--- config.mk ---
export PLATFORM = sky130hd
export DESIGN_NAME = pwlg_front
export DESIGN_NICKNAME = d
export VERILOG_FILES = /design/src/rtl/pwlg_pkg.sv /design/src/rtl/pwlg_front.sv
export SDC_FILE = /design/constraint.sdc
export NUM_CORES = 1
export LEC_CHECK = 0
export ABC_AREA = 1
export BUFFER_PORTS_ARGS = -buffer_cell sky130_fd_sc_hd__buf_2
export CAP_MARGIN = 20
export CORE_UTILIZATION = 66
export DETAILED_ROUTE_END_ITERATION = 7
export PLACE_DENSITY_LB_ADDON = 0.25
export SLEW_MARGIN = 10
export SYNTH_ARGS = -nofsm -noshare
export SYNTH_HDL_FRONTEND = slang
export SYNTH_SLANG_ARGS = --single-unit
--- constraint.sdc ---
create_clock -name i_clk -period 13.3 [get_ports i_clk]
set_input_delay 0.665 -clock i_clk [delete_from_list [all_inputs] [get_ports i_clk]]
set_output_delay 0.665 -clock i_clk [all_outputs]
set_load 0.01 [all_outputs]
--- src/rtl/pwlg_pkg.sv ---
package pwlg_pkg;

    localparam int DEF_MAX_LEVELS = 128;
    localparam int SAMPLE_W       = 16;
    localparam int CFG_AW         = 5;

    localparam logic [2:0] REG_CELL_COUNT = 3'd0;
    localparam logic [2:0] REG_WINDOW_MIN = 3'd1;
    localparam logic [2:0] REG_WINDOW_MAX = 3'd2;
    localparam logic [2:0] REG_RAMP_LOW   = 3'd3;
    localparam logic [2:0] REG_RAMP_HIGH  = 3'd4;

    localparam logic [7:0]         RST_CELL_COUNT = 8'd128;
    localparam logic signed [15:0] RST_WINDOW_MIN = 16'sd0;
    localparam logic signed [15:0] RST_WINDOW_MAX = 16'sd32767;
    localparam logic [7:0]         RST_RAMP_LOW   = 8'd0;
    localparam logic [7:0]         RST_RAMP_HIGH  = 8'd128;

    localparam logic [15:0] GRAY_FULL = 16'hFFFF;

    typedef enum logic [1:0] {
        KIND_DIV,
        KIND_ZERO,
        KIND_TOP
    } t_kind;

    typedef struct packed {
        logic [15:0] den_mag;
        logic        den_neg;
        logic        den_zero;
    } t_win_cfg;

    typedef logic [255:0][15:0] t_step_tab;

    // Full-scale gray value divided by every possible ramp width.
    function automatic t_step_tab f_step_tab();
        t_step_tab   tab;
        logic [8:0]  rem;
        logic [15:0] quo;
        tab = '0;
        for (int d = 1; d < 256; d++) begin
            rem = '0;
            quo = '0;
            for (int b = 15; b >= 0; b--) begin
                rem = {rem[7:0], GRAY_FULL[b]};
                if (rem >= 9'(d)) begin
                    rem    = rem - 9'(d);
                    quo[b] = 1'b1;
                end
            end
            tab[d] = quo;
        end
        return tab;
    endfunction

    localparam t_step_tab STEP_TAB = f_step_tab();

endpackage

--- src/rtl/pwlg_front.sv ---
module pwlg_front #(
    parameter int MAX_LEVELS = pwlg_pkg::DEF_MAX_LEVELS,
    localparam int CW = $clog2(MAX_LEVELS + 1),
    localparam int AW = CW + pwlg_pkg::SAMPLE_W
) (
    input  logic                 i_clk,
    input  logic                 i_rst_n,
    input  logic                 i_valid,
    output logic                 o_ready,
    input  logic signed [15:0]   i_sample,
    input  logic signed [15:0]   i_window_min,
    input  logic [CW-1:0]        i_neff,
    input  pwlg_pkg::t_win_cfg   i_win,
    output logic                 o_valid,
    input  logic                 i_ready,
    output pwlg_pkg::t_kind      o_kind,
    output logic [AW-1:0]        o_num
);
    import pwlg_pkg::*;

    logic          r_v1;
    logic          r_neg1;
    logic [15:0]   r_mag1;
    logic          r_v2;
    t_kind         r_kind2;
    logic [AW-1:0] r_num2;

    logic          en1;
    logic          en2;
    logic [16:0]   n_dpos;
    logic [16:0]   n_dneg;
    logic [15:0]   n_mag1;
    t_kind         n_kind2;
    logic [AW-1:0] n_num2;

    assign en2     = ~r_v2 | i_ready;
    assign en1     = ~r_v1 | en2;
    assign o_ready = en1;
    assign o_valid = r_v2;
    assign o_kind  = r_kind2;
    assign o_num   = r_num2;

    always_comb begin
        n_dpos = {i_sample[15], i_sample} - {i_window_min[15], i_window_min};
        n_dneg = {i_window_min[15], i_window_min} - {i_sample[15], i_sample};
        n_mag1 = n_dpos[16] ? n_dneg[15:0] : n_dpos[15:0];
    end

    always_comb begin
        n_num2 = AW'(i_neff) * AW'(r_mag1);
        priority if (i_neff == '0) begin
            n_kind2 = KIND_ZERO;
        end else if (i_win.den_zero) begin
            n_kind2 = r_neg1 ? KIND_ZERO : KIND_TOP;
        end else if (r_mag1 == '0 || r_neg1 != i_win.den_neg) begin
            n_kind2 = KIND_ZERO;
        end else begin
            n_kind2 = KIND_DIV;
        end
    end

    always_ff @(posedge i_clk) begin
        if (!i_rst_n) begin
            r_v1 <= 1'b0;
            r_v2 <= 1'b0;
        end else begin
            if (en1) begin
                r_v1 <= i_valid;
            end
            if (en2) begin
                r_v2 <= r_v1;
            end
        end
    end

    always_ff @(posedge i_clk) begin
        if (en1) begin
            r_neg1 <= n_dpos[16];
            r_mag1 <= n_mag1;
        end
        if (en2) begin
            r_kind2 <= n_kind2;
            r_num2  <= n_num2;
        end
    end

endmodule

==> run summary, run 1 <==
Most instantiated cells after synthesis - 345 x nand2_1, 329 x inv_1, 86 x fa_1
Slowest cell on crit path - fa_1
Synthesized instance count - 1,161
Cts hold-fix bufs - 0
CP required - 13.35 ns
Synth Area per Inst - 7.056 sq um
FF+latch count, synth - 45
CP startpoint kind - primary input
CTS tree - yes
Syn_nets - 1,384
Placed Cells - 1,360
Reg2reg start - r_mag1[10]
# diodes - 0
Status - finished clean
TritonRoute pass-1 iters - 4
Clk pin slew, worst setup/hold paths - 0.07 ns
Most frequent cell after synthesis - nand2_1
Post-route ant nets - 0
H-tree lvl count - 2
CTS sink count - 45
Primary FF master, synth - edfxtp_1
CTS resizes - 0
Worst Hold Depth - 2
DR iter-0 viols - 511
Die area - 12,860 sq um
Setup WS post-layout - 8.674 ns
Final net count - 1,422
DRC Markers - 0
Crit path cell chain - buf_2 > nand2_1 > inv_1 > fa_1 > inv_1 > fa_1 > inv_1 > fa_1 > inv_1 > fa_1 > inv_1 > ha_1 > nand2_1 > inv_1 > nand2_1 > nor3_1 > nand4_1 > nand4_1 > nand2_1
Share of post-route cells with drive strength above 1 - 10.67%
Io pins - 90
Synth top area share - 21.02%
Slowest stage delay, CP - 0.53 ns
Crit Path Max Fanout - 17
Setup Skew - 0.009659 ns
Die Span X - 113.4 microns
Final Hold Vio Count - 0
Max Clk Rate - 216.2 MHz
Core box area - 12,060 sq um
Area leader, netlist - fa_1
GP Congestion - 0.8898
Filler instances - 964
Largest net degree at the start of global routing - 24
Die Height - 113.4 microns
Initial core utilization - 67.91%
Async SR Flop Fraction - 0%
Crit Reg-Reg Endpoint - o_num[23]
Vias/cell - 5.123
Top delay family on crit path - adder cells
Min Clock Period, post-route - 4.626 ns
CTS root buf - clkbuf_16
Worst endpoint data arrival time - 4.68 ns
Global-route wire length before repair - 29.73 mm
Final setup TNS - 0 ns
Worst rel slew slack - 43.92%
Setup Buffers After CTS - 0
EDFF count, synth - 43
Syn-to-layout area delta - 6.690%
Antenna violations before repair - 0
Non-Filler Instances - 1,368
Synth cell types - 36
Grt total ovfl - 0
Num CTS Buffers - 5
Area contributors post-synth - fa_1 21%, nand2_1 16%, edfxtp_1 16%, inv_1 15%, ha_1 11%
Mapped Area - 8192 sq um
Critical Path Sink Type - flop
Final setup fails - 0
Register area share after synthesis - 16.25%
MaxCap Viol Count - 0
WHS Endpoint - o_valid
Number of global-route vias before repair - 6,955
Total Wirelength - 17.31 mm
Clk Latency, worst-skew pair - 0.30 ns
Top cell by count, worst path - inv_1
Critical path depth in cells - 19
R2R depth - 18
RSZ-0062 raised after global routing - no
Final HPWL DP - 13.79 mm
Total GRT Usage - 28.98%
Setup slack, reg-to-reg - 8.72 ns
Post-place setup slack - 8.426 ns
Post-DR wirelength/cell - 12.66 microns
Vias - 7,008
Slew @ Worst Pin - 0.8389 ns
Critical setup path kind - primary input to flop
Slew Limit Fails - 0
Worst Path Buf+Inv - 7
Worst hold path type - flop to flop
# rows - 40
Crit share post-route - 34.78%
Port Buffers - 73
Clock buffer depth - 2
Syn. warnings - 0
Hold path start - r_v1
-- sequential cells by signal, indices dropped and copies added, names as in the netlist --
name     flops
r_v1         1
o_kind       2
r_mag1      16
o_valid      1
r_neg1       1
o_num       24
-- cells in the final DEF, fill, tap and decap left out, drive strengths merged, types with 10 or more instances in the layout --
| cell type | instances |
|---|---|
| ha | 75 |
| inv | 334 |
| fa | 86 |
| buf | 74 |
| o21ai | 18 |
| nand2 | 374 |
| nand3 | 41 |
| nand4 | 10 |
| edfxtp | 43 |
| nor2 | 37 |
| a21oi | 45 |
| xor2 | 21 |
-- worst max path at each step --
stage	startpoint	end	slack, ns
4_1_cts	i_neff[7]	o_num[23]	8.69
3_5_place_dp	i_neff[7]	o_num[22]	8.43
2_1_floorplan	i_neff[7]	o_num[22]	8.53
3_3_place_gp	i_neff[7]	o_num[23]	8.42
6_report	i_neff[7]	o_num[23]	8.67
5_1_grt	i_neff[6]	o_num[22]	8.47
-- stage by stage --
step                      hold WS [ns]  utilization, %  cell area (sq um)
after floorplan                 0.4267               -               8192
after global placement          0.4320           70.73               8531
after detailed placement        0.4430           70.85               8546
after CTS                       0.4540           72.46               8740
after global routing            0.4675           72.46               8740
final                           0.4483           72.46               8740
-- logic make-up (layout without fill, tap and decap cells) --
kind of cell	count (synthesis)	in the layout	share of synthesized area, %
buffers and inverters	376	415	18.15
DFF	45	45	16.25
AOI/OAI and AO/OA	71	71	5.132
and+or+nand+nor	479	479	24.90
xor gates and xnor gates	29	29	3.101
adders and majority gates	161	161	32.47
-- worst reg2reg max path: stages (launching register included) --
cell,delay (ns)
edfxtp_1,0.54
nand2_1,0.12
inv_1,0.06
fa_1,0.52
inv_1,0.05
fa_1,0.53
inv_1,0.05
fa_1,0.53
inv_1,0.06
fa_1,0.53
inv_1,0.04
ha_1,0.36
nand2_1,0.14
inv_1,0.07
nand2_1,0.08
nor3_1,0.25
nand4_1,0.21
nand4_1,0.13
nand2_1,0.05
-- area by class of cell --
class / instances / area, sq um / share of cell area, %
tap: 168 / 210.2 / 2.405
clock inverter: 3 / 68.82 / 0.7874
inverter: 333 / 1250 / 14.30
clock buffer: 5 / 125.1 / 1.432
multi-input combinational: 740 / 5374 / 61.49
timing repair buffer: 74 / 380.4 / 4.352
sequential: 45 / 1331 / 15.23
-- metal layers --
metal	wire, microns	track usage, %	vias up
li1	-	-	3460
met1	6877	32.63	3248
met5	0	0	-
met2	8857	53.95	238
met3	832	3.188	62
met4	745	15.35	0
Power of run 1 is not shown: default switching activity piles up to over one toggle a cycle in this logic, so the estimate is an artifact.
==> inputs of run 2 (changes only) <==
ABC_AREA = 0   (was 1)
CORE_UTILIZATION = 55   (was 66)
clock period = 4.2 ns   (was 13.3 ns; I/O delays follow)
==> run summary, run 2 <==
Final setup fails - 13
CTS root buf - clkbuf_16
Most frequent cell after synthesis - inv_1
Total Wirelength - 16.73 mm
Die area - 13,520 sq um
CP startpoint kind - flop
EDFF count, synth - 43
Final Hold Vio Count - 0
Crit Reg-Reg Endpoint - o_num[21]
FF+latch count, synth - 45
Largest register FFs - 24
Syn_nets - 988
Num CTS Buffers - 5
Syn-to-layout area delta - 24.55%
H-tree lvl count - 2
Most instantiated cells after synthesis - 146 x inv_1, 111 x and2_1, 86 x fa_1
Max Clk Rate - 219.8 MHz
CP endpoint - o_num[21]
Reg2reg start - r_mag1[10]
Synth cell types - 60
Final HPWL DP - 13.16 mm
Final net count - 1,133
Commonest non-fill, non-tap cell in the layout - inv_1
Met2 WL - 8.597 mm
Number of global-route vias before repair - 6,023
DR iter-0 viols - 253
Failing checks - negative setup slack
Worst endpoint data arrival time - 4.60 ns
Syn. warnings - 0
Die Span X - 116.3 microns
Setup slack, reg-to-reg - -0.35 ns
Status - complete, but fails checks
Initial core utilization - 56.67%
CP required - 4.25 ns
Share of post-route cells with drive strength above 1 - 31.06%
Crit share post-route - 108.3%
Global-route wire length before repair - 27.51 mm
Critical setup path kind - flop to flop
Vias/cell - 5.367
# diodes - 0
Clk Latency, worst-skew pair - 0.30 ns
RSZ-0062 raised after global routing - yes
Core box area - 12,670 sq um
CTS tree - yes
Post-DR wirelength/cell - 15.44 microns
Grt total ovfl - 0
Area leader, netlist - fa_1
MaxCap Viol Count - 0
Filler instances - 941
Met3 WL - 671 microns
Post-route ant nets - 0
Primary FF master, synth - edfxtp_1
Synth top area share - 23.98%
R2R depth - 15
Worst rel slew slack - 41.18%
Area of the multi-input gates - 5620 sq um
Worst hold margin - 0.1260 ns
Largest net degree at the start of global routing - 27
Non-Filler Instances - 1,083
Area contributors post-synth - fa_1 24%, edfxtp_1 18%, ha_1 13%, and2_1 9.7%, inv_1 7.6%
Sequential cell area - 1331 sq um
Synthesized instance count - 765
Die Height - 116.3 microns
Min Clock Period, post-route - 4.549 ns
Clock buffer depth - 2
CP Launch Point - r_mag1[10]
DRC Markers - 0
Placed Cells - 1,060
Vias - 5,813
TritonRoute pass-1 iters - 5
Cts hold-fix bufs - 0
Post-place setup slack - -0.4236 ns
Slew Limit Fails - 0
Mapped Area - 7181 sq um
M1 WL - 7.016 mm
Top layer in use - met4
Setup Skew - 0.01325 ns
Commonest non-fill, non-tap cells in the layout - 131 x inv_1, 80 x fa_1, 77 x buf_4, 75 x and2_1, 73 x buf_2
Worst hold path type - primary input to flop
Slew @ Worst Pin - 0.8748 ns
Synth Area per Inst - 9.386 sq um
Register area share after synthesis - 18.54%
Critical Path Sink Type - flop
Io pins - 90
# rows - 41
Clk pin slew, worst setup/hold paths - 0.07 ns
Async SR Flop Fraction - 0%
Port Buffers - 73
Antenna violations before repair - 0
Setup WS post-layout - -0.3486 ns
Crit Path Max Fanout - 8
CTS sink count - 45
Total GRT Usage - 26.07%
GP Congestion - 0.9542
## run 2: cell types whose count changed after synthesis, sizes merged, moves of 9 or more
cell    previous run  this run
xnor2              8        20
nand2            374        40
nor2              37        20
xor2              21        12
a21oi             45        34
nand3             41        10
inv              333       146
a21o               3        18
and2               3       111
o21a               0         9
clkbuf            32         9
## run 2: logic make-up after synthesis
group	synth area share, %
fa+ha+maj	37.04
compound gates	13.36
simple gates	17.20
buf+inv	8.974
xor+xnor	3.903
flops	18.54
mux	0.9758
## run 2: layer usage
layer	GRT usage, %	up-vias
met2	47.06	172
met5	0	-
met4	9.573	0
met3	3.217	37
met1	31.84	2824
li1	-	2780
## run 2: worst max-delay path, stage by stage (launching register included)
cell	delay, ns
edfxtp_1	0.53
and2_4	0.21
fa_1	0.57
fa_1	0.44
fa_1	0.52
inv_2	0.05
fa_1	0.54
inv_2	0.05
ha_4	0.20
and3_4	0.18
a221o_1	0.30
a21oi_2	0.13
o311a_4	0.24
o21bai_1	0.08
a21oi_1	0.17
xnor2_1	0.10
## run 2: how the worst min path moves through the flow
stage | from | to | slack (ns) | cells after the start
floorplan | i_rst_n | o_valid | 0.33 | 1
global placement | i_rst_n | o_valid | 0.42 | 2
detailed placement | i_rst_n | o_valid | 0.45 | 2
CTS | i_rst_n | o_valid | 0.13 | 2
global route | i_rst_n | o_valid | 0.15 | 2
finish | i_rst_n | o_valid | 0.13 | 2
## run 2: cell type report
cell class,instances,area share [%]
clock inverters,3,0.7275
repair buffers,157,11.61
multi-input cells,555,62.84
well taps,172,2.406
clock buffers,5,1.399
inverters,146,6.128
flip-flops and latches,45,14.89
## run 2: repair_timing
action,in CTS,in global routing
pin swaps,25,28
setup endpoints to repair,13,15
hold endpoints to repair,0,0
buffers inserted,11,5
gates resized for setup,31,33
## run 2: per-stage QoR
step	setup TNS, ns	util (%)	cell area (sq um)
6_report	-3.096	70.58	8944
5_1_grt	-4.877	70.58	8944
4_1_cts	-2.833	69.19	8767
3_5_place_dp	-3.373	66.47	8422
3_3_place_gp	-2.635	66.47	8422
2_1_floorplan	-0.2993	-	7423
Power of run 2 is left out for the same reason.
